`config.mk`:
```
export PLATFORM = sky130hd
export DESIGN_NAME = length_prefixed_record_parser_flat
export DESIGN_NICKNAME = d
export VERILOG_FILES = /design/src/rtl/lprp_pkg.sv /design/src/rtl/lprp_in_if.sv /design/src/rtl/lprp_out_if.sv /design/src/rtl/lprp_in_stage.sv /design/src/rtl/lprp_parser.sv /design/src/rtl/lprp_out_stage.sv /design/src/rtl/length_prefixed_record_parser.sv /design/src/flat_wrapper.sv
export SDC_FILE = /design/constraint.sdc
export NUM_CORES = 1
export LEC_CHECK = 0
export BUFFER_PORTS_ARGS = -buffer_cell sky130_fd_sc_hd__buf_2
export CORE_UTILIZATION = 63
export DETAILED_ROUTE_END_ITERATION = 6
export PLACE_DENSITY_LB_ADDON = 0.05
export REMOVE_ABC_BUFFERS = 1
export SLEW_MARGIN = 20
export SYNTH_ARGS = -nofsm -noshare
export SYNTH_HDL_FRONTEND = slang
export SYNTH_HIERARCHICAL = 1
export SYNTH_SLANG_ARGS = --single-unit
```
`constraint.sdc`:
```
create_clock -name clk_i -period 15 [get_ports clk_i]
set_input_delay 3 -clock clk_i [delete_from_list [all_inputs] [get_ports clk_i]]
set_output_delay 3 -clock clk_i [all_outputs]
set_load 0.03 [all_outputs]
```
`src/rtl/lprp_pkg.sv`:
```
// ----------------------------------------------------------------------------
// Record parser package
// Field widths, byte-role codes and the item types used by the parser.
// ----------------------------------------------------------------------------
package lprp_pkg;

  localparam int unsigned ByteW  = 8;
  localparam int unsigned RoleW  = 3;
  localparam int unsigned LenW   = 32;
  localparam int unsigned SeqW   = 64;
  localparam int unsigned CountW = 3;

  // Byte roles, which double as the parser phase codes.
  localparam logic [RoleW-1:0] PH_KLEN = 3'd0;
  localparam logic [RoleW-1:0] PH_KEY  = 3'd1;
  localparam logic [RoleW-1:0] PH_TYPE = 3'd2;
  localparam logic [RoleW-1:0] PH_SEQ  = 3'd3;
  localparam logic [RoleW-1:0] PH_VLEN = 3'd4;
  localparam logic [RoleW-1:0] PH_VAL  = 3'd5;

  typedef struct packed {
    logic [ByteW-1:0] data_byte;
    logic             last_byte;
  } in_item_t;

  typedef struct packed {
    logic [RoleW-1:0] byte_role;
    logic [ByteW-1:0] byte_out;
    logic             record_complete;
    logic [ByteW-1:0] entry_type;
    logic [SeqW-1:0]  sequence_number;
    logic [LenW-1:0]  key_length;
    logic [LenW-1:0]  value_length;
    logic             block_done;
    logic             partial_dropped;
  } result_t;

endpackage

```
`src/rtl/lprp_in_if.sv`:
```
// ----------------------------------------------------------------------------
// Byte input channel
// Valid/ready channel carrying one data block byte per item.
// ----------------------------------------------------------------------------
interface lprp_in_if import lprp_pkg::*; ();

  logic             valid;
  logic             ready;
  logic [ByteW-1:0] data_byte;
  logic             last_byte;

  modport source (output valid, output data_byte, output last_byte, input ready);
  modport sink   (input valid, input data_byte, input last_byte, output ready);

endinterface

```
`src/rtl/lprp_out_if.sv`:
```
// ----------------------------------------------------------------------------
// Result output channel
// Valid/ready channel carrying one parse result per item.
// ----------------------------------------------------------------------------
interface lprp_out_if import lprp_pkg::*; ();

  logic             valid;
  logic             ready;
  logic [RoleW-1:0] byte_role;
  logic [ByteW-1:0] byte_out;
  logic             record_complete;
  logic [ByteW-1:0] entry_type;
  logic [SeqW-1:0]  sequence_number;
  logic [LenW-1:0]  key_length;
  logic [LenW-1:0]  value_length;
  logic             block_done;
  logic             partial_dropped;

  modport source (
    output valid, output byte_role, output byte_out, output record_complete,
    output entry_type, output sequence_number, output key_length,
    output value_length, output block_done, output partial_dropped,
    input ready
  );
  modport sink (
    input valid, input byte_role, input byte_out, input record_complete,
    input entry_type, input sequence_number, input key_length,
    input value_length, input block_done, input partial_dropped,
    output ready
  );

endinterface

```
`src/rtl/lprp_in_stage.sv`:
```
// ----------------------------------------------------------------------------
// Input register stage
// Captures one byte item and holds it until the parser consumes it.
// ----------------------------------------------------------------------------
module lprp_in_stage import lprp_pkg::*; (
  input  logic          clk_i,
  input  logic          rst_ni,
  lprp_in_if.sink       item_i,
  input  logic          take_i,
  output logic          valid_o,
  output in_item_t      item_o
);

  logic     valid_q;
  logic     valid_d;
  in_item_t item_q;

  // The register frees up in the same cycle that the parser takes its item.
  assign item_i.ready = !valid_q || take_i;

  always_comb begin
    valid_d = valid_q;
    if (item_i.valid && item_i.ready) begin
      valid_d = 1'b1;
    end else if (take_i) begin
      valid_d = 1'b0;
    end
  end

  always_ff @(posedge clk_i or negedge rst_ni) begin
    if (!rst_ni) begin
      valid_q <= 1'b0;
    end else begin
      valid_q <= valid_d;
    end
  end

  always_ff @(posedge clk_i) begin
    if (item_i.valid && item_i.ready) begin
      item_q.data_byte <= item_i.data_byte;
      item_q.last_byte <= item_i.last_byte;
    end
  end

  assign valid_o = valid_q;
  assign item_o  = item_q;

endmodule

```
`src/rtl/lprp_parser.sv`:
```
// ----------------------------------------------------------------------------
// Record parser core
// Holds the record state and decodes the role of each byte it is given.
// ----------------------------------------------------------------------------
module lprp_parser import lprp_pkg::*; (
  input  logic     clk_i,
  input  logic     rst_ni,
  input  logic     advance_i,
  input  in_item_t item_i,
  output result_t  result_o
);

  logic [RoleW-1:0]  phase_q,  phase_d,  phase_eff;
  logic [CountW-1:0] count_q,  count_d;
  logic [LenW-1:0]   remain_q, remain_d;
  logic [LenW-1:0]   klen_q,   klen_d;
  logic [ByteW-1:0]  type_q,   type_d;
  logic [SeqW-1:0]   seq_q,    seq_d;
  logic [LenW-1:0]   vlen_q,   vlen_d;
  logic              done;
  logic [LenW-1:0]   byte_len;
  logic [SeqW-1:0]   byte_seq;

  assign byte_len = LenW'(item_i.data_byte);
  assign byte_seq = SeqW'(item_i.data_byte);

  always_comb begin
    phase_d   = phase_q;
    count_d   = count_q;
    remain_d  = remain_q;
    klen_d    = klen_q;
    type_d    = type_q;
    seq_d     = seq_q;
    vlen_d    = vlen_q;
    done      = 1'b0;
    phase_eff = (phase_q > PH_VAL) ? PH_KLEN : phase_q;

    unique case (phase_eff)
      PH_KLEN: begin
        klen_d = klen_q | (byte_len << {count_q[1:0], 3'b000});
        if (count_q[1:0] == 2'd3) begin
          count_d  = '0;
          remain_d = klen_d;
          phase_d  = (klen_d == '0) ? PH_TYPE : PH_KEY;
        end else begin
          count_d = count_q + 1'b1;
          phase_d = PH_KLEN;
        end
      end
      PH_KEY: begin
        remain_d = remain_q - 1'b1;
        if (remain_d == '0) begin
          phase_d = PH_TYPE;
        end
      end
      PH_TYPE: begin
        type_d  = item_i.data_byte;
        count_d = '0;
        phase_d = PH_SEQ;
      end
      PH_SEQ: begin
        seq_d = seq_q | (byte_seq << {count_q, 3'b000});
        if (count_q == 3'd7) begin
          count_d = '0;
          phase_d = PH_VLEN;
        end else begin
          count_d = count_q + 1'b1;
        end
      end
      PH_VLEN: begin
        vlen_d = vlen_q | (byte_len << {count_q[1:0], 3'b000});
        if (count_q[1:0] == 2'd3) begin
          count_d  = '0;
          remain_d = vlen_d;
          if (vlen_d == '0) begin
            done = 1'b1;
          end else begin
            phase_d = PH_VAL;
          end
        end else begin
          count_d = count_q + 1'b1;
        end
      end
      PH_VAL: begin
        remain_d = remain_q - 1'b1;
        if (remain_d == '0) begin
          done = 1'b1;
        end
      end
      default: begin
        phase_d = PH_KLEN;
      end
    endcase

    result_o.byte_role       = phase_eff;
    result_o.byte_out        = item_i.data_byte;
    result_o.record_complete = done;
    result_o.entry_type      = done ? type_d : '0;
    result_o.sequence_number = done ? seq_d : '0;
    result_o.key_length      = done ? klen_d : '0;
    result_o.value_length    = done ? vlen_d : '0;
    result_o.block_done      = item_i.last_byte;
    result_o.partial_dropped = item_i.last_byte && !done;

    // A finished record or the end of the block returns the parser to reset.
    if (done || item_i.last_byte) begin
      phase_d  = PH_KLEN;
      count_d  = '0;
      remain_d = '0;
      klen_d   = '0;
      type_d   = '0;
      seq_d    = '0;
      vlen_d   = '0;
    end
  end

  always_ff @(posedge clk_i or negedge rst_ni) begin
    if (!rst_ni) begin
      phase_q  <= PH_KLEN;
      count_q  <= '0;
      remain_q <= '0;
      klen_q   <= '0;
      type_q   <= '0;
      seq_q    <= '0;
      vlen_q   <= '0;
    end else if (advance_i) begin
      phase_q  <= phase_d;
      count_q  <= count_d;
      remain_q <= remain_d;
      klen_q   <= klen_d;
      type_q   <= type_d;
      seq_q    <= seq_d;
      vlen_q   <= vlen_d;
    end
  end

endmodule

```
`src/rtl/lprp_out_stage.sv`:
```
// ----------------------------------------------------------------------------
// Result register stage
// Holds one result item until the downstream side takes it.
// ----------------------------------------------------------------------------
module lprp_out_stage import lprp_pkg::*; (
  input  logic        clk_i,
  input  logic        rst_ni,
  input  logic        load_i,
  input  result_t     result_i,
  output logic        space_o,
  lprp_out_if.source  result_o
);

  logic    valid_q;
  logic    valid_d;
  result_t result_q;

  assign space_o = !valid_q || result_o.ready;

  always_comb begin
    valid_d = valid_q;
    if (load_i) begin
      valid_d = 1'b1;
    end else if (result_o.ready) begin
      valid_d = 1'b0;
    end
  end

  always_ff @(posedge clk_i or negedge rst_ni) begin
    if (!rst_ni) begin
      valid_q <= 1'b0;
    end else begin
      valid_q <= valid_d;
    end
  end

  always_ff @(posedge clk_i) begin
    if (load_i) begin
      result_q <= result_i;
    end
  end

  assign result_o.valid           = valid_q;
  assign result_o.byte_role       = result_q.byte_role;
  assign result_o.byte_out        = result_q.byte_out;
  assign result_o.record_complete = result_q.record_complete;
  assign result_o.entry_type      = result_q.entry_type;
  assign result_o.sequence_number = result_q.sequence_number;
  assign result_o.key_length      = result_q.key_length;
  assign result_o.value_length    = result_q.value_length;
  assign result_o.block_done      = result_q.block_done;
  assign result_o.partial_dropped = result_q.partial_dropped;

endmodule

```
`src/rtl/length_prefixed_record_parser.sv`:
```
// ----------------------------------------------------------------------------
// Length-prefixed record parser
// A byte item is held in the input register, its result in the result register.
// Throughput: one byte item per cycle while the result side is not stalled.
// Reset: rst_ni clears both stage valid flags and returns the parser to the
// key length phase with all record fields zero.
// ----------------------------------------------------------------------------
module length_prefixed_record_parser import lprp_pkg::*; (
  input  logic       clk_i,
  input  logic       rst_ni,
  lprp_in_if.sink    item_i,
  lprp_out_if.source result_o
);

  logic     in_valid;
  in_item_t in_item;
  logic     out_space;
  logic     advance;
  result_t  result;

  // An item moves from the input register into the result register when the
  // result register is empty or is being emptied in this cycle.
  assign advance = in_valid && out_space;

  lprp_in_stage u_in_stage (
    .clk_i   (clk_i),
    .rst_ni  (rst_ni),
    .item_i  (item_i),
    .take_i  (advance),
    .valid_o (in_valid),
    .item_o  (in_item)
  );

  lprp_parser u_parser (
    .clk_i     (clk_i),
    .rst_ni    (rst_ni),
    .advance_i (advance),
    .item_i    (in_item),
    .result_o  (result)
  );

  lprp_out_stage u_out_stage (
    .clk_i    (clk_i),
    .rst_ni   (rst_ni),
    .load_i   (advance),
    .result_i (result),
    .space_o  (out_space),
    .result_o (result_o)
  );

endmodule

```
`src/flat_wrapper.sv`:
```
// flat-port wrapper written by rule: the top's interface ports become plain ports
module length_prefixed_record_parser_flat import lprp_pkg::*;
  (clk_i, rst_ni, item_i_valid, item_i_data_byte, item_i_last_byte, item_i_ready, result_o_valid, result_o_byte_role, result_o_byte_out, result_o_record_complete, result_o_entry_type, result_o_sequence_number, result_o_key_length, result_o_value_length, result_o_block_done, result_o_partial_dropped, result_o_ready);
  lprp_in_if item_i_i ();
  lprp_out_if result_o_i ();
  input  logic clk_i;
  input  logic rst_ni;
  input wire logic [$bits(item_i_i.valid)-1:0] item_i_valid;
  input wire logic [$bits(item_i_i.data_byte)-1:0] item_i_data_byte;
  input wire logic [$bits(item_i_i.last_byte)-1:0] item_i_last_byte;
  output wire logic [$bits(item_i_i.ready)-1:0] item_i_ready;
  output wire logic [$bits(result_o_i.valid)-1:0] result_o_valid;
  output wire logic [$bits(result_o_i.byte_role)-1:0] result_o_byte_role;
  output wire logic [$bits(result_o_i.byte_out)-1:0] result_o_byte_out;
  output wire logic [$bits(result_o_i.record_complete)-1:0] result_o_record_complete;
  output wire logic [$bits(result_o_i.entry_type)-1:0] result_o_entry_type;
  output wire logic [$bits(result_o_i.sequence_number)-1:0] result_o_sequence_number;
  output wire logic [$bits(result_o_i.key_length)-1:0] result_o_key_length;
  output wire logic [$bits(result_o_i.value_length)-1:0] result_o_value_length;
  output wire logic [$bits(result_o_i.block_done)-1:0] result_o_block_done;
  output wire logic [$bits(result_o_i.partial_dropped)-1:0] result_o_partial_dropped;
  input wire logic [$bits(result_o_i.ready)-1:0] result_o_ready;
  assign item_i_i.valid = item_i_valid;
  assign item_i_i.data_byte = item_i_data_byte;
  assign item_i_i.last_byte = item_i_last_byte;
  assign item_i_ready = item_i_i.ready;
  assign result_o_valid = result_o_i.valid;
  assign result_o_byte_role = result_o_i.byte_role;
  assign result_o_byte_out = result_o_i.byte_out;
  assign result_o_record_complete = result_o_i.record_complete;
  assign result_o_entry_type = result_o_i.entry_type;
  assign result_o_sequence_number = result_o_i.sequence_number;
  assign result_o_key_length = result_o_i.key_length;
  assign result_o_value_length = result_o_i.value_length;
  assign result_o_block_done = result_o_i.block_done;
  assign result_o_partial_dropped = result_o_i.partial_dropped;
  assign result_o_i.ready = result_o_ready;
  length_prefixed_record_parser u_core (.clk_i(clk_i), .rst_ni(rst_ni), .item_i(item_i_i), .result_o(result_o_i));
endmodule
```
Yosys cells after proc, flatten, opt, wreduce, memory -nomap -nowiden
Cells that the tools add are included.
{"block": "op_classes", "shifts": 2, "magnitude_cmp": 1, "eq_ne": 13, "addsub": 2, "muxes": 33, "n_reduce_logical": 22, "n_bitwise": 3}
{"operator": "2-to-1 mux 32 bit", "n": 7}
{"operator": "2-to-1 mux 64 bit", "n": 2}
{"operator": "zero test 32 bit", "n": 3}
{"operator": "case mux 32 bit (3 select lines)", "n": 1}
{"operator": "bitwise OR 32 bit", "n": 2}
{"operator": "bitwise OR 64 bit", "n": 1}
{"operator": "<< shifter 8 x 6 -> 64 bit", "n": 1}
{"operator": "<< shifter 8 x 5 -> 32 bit", "n": 1}
{"operator": "subtractor 32 x 1 -> 32 bit (second input constant)", "n": 1}
{"operator": "2-to-1 mux 3 bit", "n": 9}
{"operator": "case mux 3 bit (6 select lines)", "n": 1}
{"operator": "2-to-1 mux 8 bit", "n": 2}
{"operator": "!= test 3 bit (second input constant)", "n": 5}
{"operator": "equality test 3 bit (second input constant)", "n": 3}
{"operator": "case mux 3 bit (3 select lines)", "n": 1}
{"operator": "nonzero test 4 bit", "n": 2}
{"operator": "2-to-1 mux 1 bit", "n": 7}
{"operator": "equality test 3 x 2 -> 1 bit (second input constant)", "n": 2}
{"operator": "AND reduction 6 bit", "n": 1}
{"operator": "2-to-1 mux 2 bit", "n": 2}
{"operator": "AND reduction 4 bit", "n": 1}
{"operator": "nonzero test 2 bit", "n": 2}
{"operator": "OR reduction 2 bit", "n": 2}
{"operator": "adder 3 x 1 -> 3 bit (second input constant)", "n": 1}
{"operator": "10 further kinds", "n": 16}
{"block": "word_totals", "ff_bits": 335, "output_inout_bits": 152, "word_cells": 96, "in_bits": 13}

Logic depth before layout (Yosys ltp)
{"block": "depth", "word_depth": 9, "depth_mapped": 12, "ltp_nobuf": 11}

Modules after synthesis
The synthesis kept the hierarchy.
{"module": "lprp_parser", "cells_each": 1342, "seq_area_each_um2": 4354.2, "area_each_um2": 10392.5, "n_inst": 1}
{"module": "lprp_out_stage", "cells_each": 153, "seq_area_each_um2": 4529.3, "area_each_um2": 4551.9, "n_inst": 1}
{"module": "lprp_in_stage", "cells_each": 13, "seq_area_each_um2": 295.3, "area_each_um2": 324.1, "n_inst": 1}
{"module": "length_prefixed_record_parser", "cells_each": 1, "seq_area_each_um2": 0.0, "area_each_um2": 6.3, "n_inst": 1}

Worst setup path after synthesis
OpenSTA, ideal clock, no wires.
{"block": "synth_path", "kind": "input port to output port", "start": "in result_o_ready", "end": "out item_i_ready", "path_slack_ns": 4.582, "arrival_ns": 7.418, "stages": 3, "path_buffers": 0, "required_time_ns": 12.000, "cell_sequence": "nand2b_4 -> and2_1 -> nand2b_4"}
{"block": "synth_via", "elab_chain_len": 3}
{"item": "start: declaration", "line": "flat_wrapper.sv:22", "rtl": "input wire logic [$bits(result_o_i.ready)-1:0] result_o_ready;"}
{"item": "logical OR 1 bit", "line": "lprp_out_stage.sv:18", "rtl": "assign space_o = !valid_q || result_o.ready;"}
{"item": "logical AND 1 bit", "line": "length_prefixed_record_parser.sv:23", "rtl": "assign advance = in_valid && out_space;"}
{"item": "named net u_core.advance", "line": "length_prefixed_record_parser.sv:18", "rtl": "logic advance;"}
{"item": "logical OR 1 bit", "line": "lprp_in_stage.sv:19", "rtl": "assign item_i.ready = !valid_q || take_i;"}
{"item": "end: declaration", "line": "flat_wrapper.sv:11", "rtl": "output wire logic [$bits(item_i_i.ready)-1:0] item_i_ready;"}
The timed path passes the listed nets, and every way through them passes these cells.

Worst setup path in the final report
{"block": "layout_path", "start": "in result_o_ready", "end": "out item_i_ready"}
{"block": "layout_via", "elab_chain_len": 3}
{"item": "logical OR 1 bit", "line": "lprp_out_stage.sv:18"}
{"item": "named net u_core.out_space", "line": "length_prefixed_record_parser.sv:17", "rtl": "logic out_space;"}
{"item": "logical AND 1 bit", "line": "length_prefixed_record_parser.sv:23"}
{"item": "named net u_core.advance", "line": "length_prefixed_record_parser.sv:18"}
{"item": "logical OR 1 bit", "line": "lprp_in_stage.sv:19"}
The timed path passes the listed nets, and every way through them passes these cells.

==> metrics <==
Tot Pwr=3.05 mW; Final Hold Fails=0; ys async rst share=between 50 and 60%; Top FF cell, synth=dfrtp_1; setup TNS=0 ns; Remaining DRCs=0; gpl congestion=approximately 0.95; Synth area leader=edfxtp_1; ratio of cells with drive above 1 in the final layout=between 10% and 20%; Port Buffers=around 160; CTS Hold Bufs=0; clk root buf=clkbuf_16; CTS max path bufs=3; GRT overflow=0; hold path depth=2; Syn. warnings=6; worst rel slew slack=25.4%; diode count=0; Area Growth Syn to Fin=12.5%; WS Path Type=input port to output port; Worst-Skew Late Latency=between 0.5 and 0.6 ns; Starting Density=64.7%; CP max stage delay=0.30 ns; vias in the first global route=about 11000; post-synthesis sequential area ratio=60.1%; Worst-path clk slew=roughly 0.06 ns; Synth Instances=between 1500 and 2000; Max Slew Vio Count=0; first-pass GRT wire length=61400 um; HPWL after DPL=23800 um; crit share post-route=between 40% and 50%; WL final=about 40000 um; Yosys reg bits=roughly 340; total track usage=between 30% and 40%; worst clock skew=0.0136 ns; core footprint=23600 um^2; VDD IR max=~0.12 mV; CTS sink count=around 340; R2R depth=11; Reg2Reg Setup Slack=between 10 and 15 ns; post-cts resize count=0; postcts setup bufs=0; cell area after synthesis=between 15000 and 20000 um^2; Cell Rows=56; io pins=roughly 170; Final #Nets=approximately 1600; Hold/Removal Path Class=flop to flop; Post-synth EDFFs=roughly 160; Pleak=7.06 nW; CTS H-tree lvls=2; Num CTS Buffers=35; RSZ-0062 raised after global routing=false; crit path cell chain=buf_2 -> nand2b_4 -> and2_4 -> nand2b_4 -> buf_2; via count=12100; Die W=158 um; Synth area leaders=edfxtp_1 (31%), dfrtp_1 (29%), a21oi_1 (9.7%); CP Capture Type=output port; initial antenna violation count=1; CTS tree=yes; Max-cap violations=0; Power Density=177 nW/um^2; Initial DRT Pass Iterations=5; largest net degree at the start of global routing=94; Crit Path Max Fanout=23; Max Fclk=approximately 150 MHz; CP Data Required Time=roughly 12 ns; outcome=finished clean; Worst Tran Pin Value=roughly 1.1 ns; Yosys top cell area share=~31%; DRT antenna net count=0; Synth cell types=67; DR iter-0 viols=about 1100; min Tclk post-route=~6.9 ns; Critical-path top delay cell=and2_4; Final setup viols=0; Die Span Y=158 um; routed len/inst=20.7 um; syn avg cell area=between 10 and 15 um^2; Worst setup SP type=input port; Vias per Instance=about 6.3; Die ar.=roughly 25000 um^2; CP arrival=about 3.9 ns
report_power, final:
part,internal (mW),switching (mW)
logic,0.290,0.622
registers,1.11,0.157
clock network,0.523,0.350
critical path, delay by kind of cell:
kind,cells,cell delay (ns)
and+or+nand+nor,3,0.60
buffers and inverters,2,0.27
final timing paths:
check	startpoint	endpoint
max in group asynchronous	rst_ni	u_core/u_parser/seq_q[5]
setup reg to reg	u_core/u_parser/remain_q[0]	u_core/u_parser/seq_q[5]
hold / removal	u_core/u_parser/seq_q[0]	u_core/u_parser/seq_q[0]
setup / recovery	result_o_ready	item_i_ready
hold reg to reg	u_core/u_parser/seq_q[0]	u_core/u_parser/seq_q[0]
min in group asynchronous	rst_ni	u_core/u_in_stage/valid_o
cell type report:
class / instances / area [um^2]
sequential: 335 / 9180
multi-input combinational: 1013 / 5430
inverter: 12 / 45.0
tap: 319 / 399
clock inverter: 17 / 173
timing repair buffer: 180 / 951
clock buffer: 46 / 1000
fill: 1725 / 6430
cell usage in the layout (no fill, tap or decap), types with 5 or more instances in the layout:
cell,n
o21ai_0,30
and2_1,32
nand4_1,16
or3_1,5
and3_1,12
buf_4,15
clkbuf_1,5
clkinv_2,5
o21a_1,10
a22o_1,13
nand2_1,51
o22ai_1,10
o41ai_1,5
edfxtp_1,159
dfrtp_1,176
ha_1,5
nand3_1,10
a311oi_1,9
or4_1,6
inv_1,12
o22a_1,26
nand2b_1,9
nor3_1,20
buf_2,163
a2111oi_0,9
a21oi_1,295
nor4_1,29
clkbuf_16,37
o31ai_1,6
nor2_1,317
routing by layer:
layer,GRT usage [%],vias to the layer above,wire [um]
li1,-,5523,-
met1,45.4,5918,16600
met2,50.4,595,18600
met3,5.78,85,3320
met4,12.9,2,1230
met5,0,-,13
flip-flops by register name (all words and copies together) (netlist names), 8 cells and up:
| signal | count |
|---|---|
| u_core/u_in_stage/item_o | 9 |
| u_core/u_parser/klen_q | 32 |
| u_core/u_out_stage/result_o.entry_type | 8 |
| u_core/u_out_stage/result_o.value_length | 32 |
| u_core/u_out_stage/result_o.key_length | 32 |
| u_core/u_out_stage/result_o.sequence_number | 64 |
| u_core/u_parser/vlen_q | 32 |
| u_core/u_parser/type_q | 8 |
| u_core/u_out_stage/result_o.byte_out | 8 |
| u_core/u_parser/remain_q | 32 |
| u_core/u_parser/seq_q | 64 |
synthesized netlist by cell type (6+ instances only):
cell type	count
a2111oi_0	9
a21oi_1	295
a22o_1	13
a311oi_1	9
and2_1	36
and3_1	13
buf_1	25
buf_2	18
buf_4	26
clkbuf_1	80
dfrtp_1	176
edfxtp_1	159
inv_1	12
nand2_1	51
nand2b_1	9
nand3_1	10
nand4_1	16
nor2_1	320
nor3_1	21
nor4_1	29
o21a_1	10
o21ai_0	31
o22a_1	26
o22ai_1	10
o31ai_1	6
or4_1	6
metrics by stage:
| stage | std cells | worst slack [ns] | instance area (um^2) | util [%] | hold slack [ns] |
|---|---|---|---|---|---|
| floorplan | 1360 | 3.85 | 14600 | - | 0.463 |
| global placement | 1859 | 8.13 | 16000 | 67.8 | 0.475 |
| detailed placement | 1859 | 8.13 | 16000 | 67.8 | 0.483 |
| CTS | 1922 | 8.13 | 17200 | 72.7 | 0.497 |
| global route | 1922 | 8.08 | 17200 | 72.8 | 0.509 |
| finish | 1922 | 8.13 | 17200 | 72.8 | 0.494 |
cell families (layout without fill, tap and decap cells):
group | after synthesis | in the layout | share of synthesized area [%]
adder cells (fa/ha/maj) | 5 | 5 | 0.410
AND/OR/NAND/NOR | 547 | 547 | 16.7
buffers and inverters | 161 | 255 | 4.74
multiplexers | 4 | 4 | 0.360
AO/OA/AOI/OAI | 450 | 450 | 17.3
XOR/XNOR | 7 | 7 | 0.401
flip-flops | 335 | 335 | 60.1
Power figures use the tool's default switching activity.
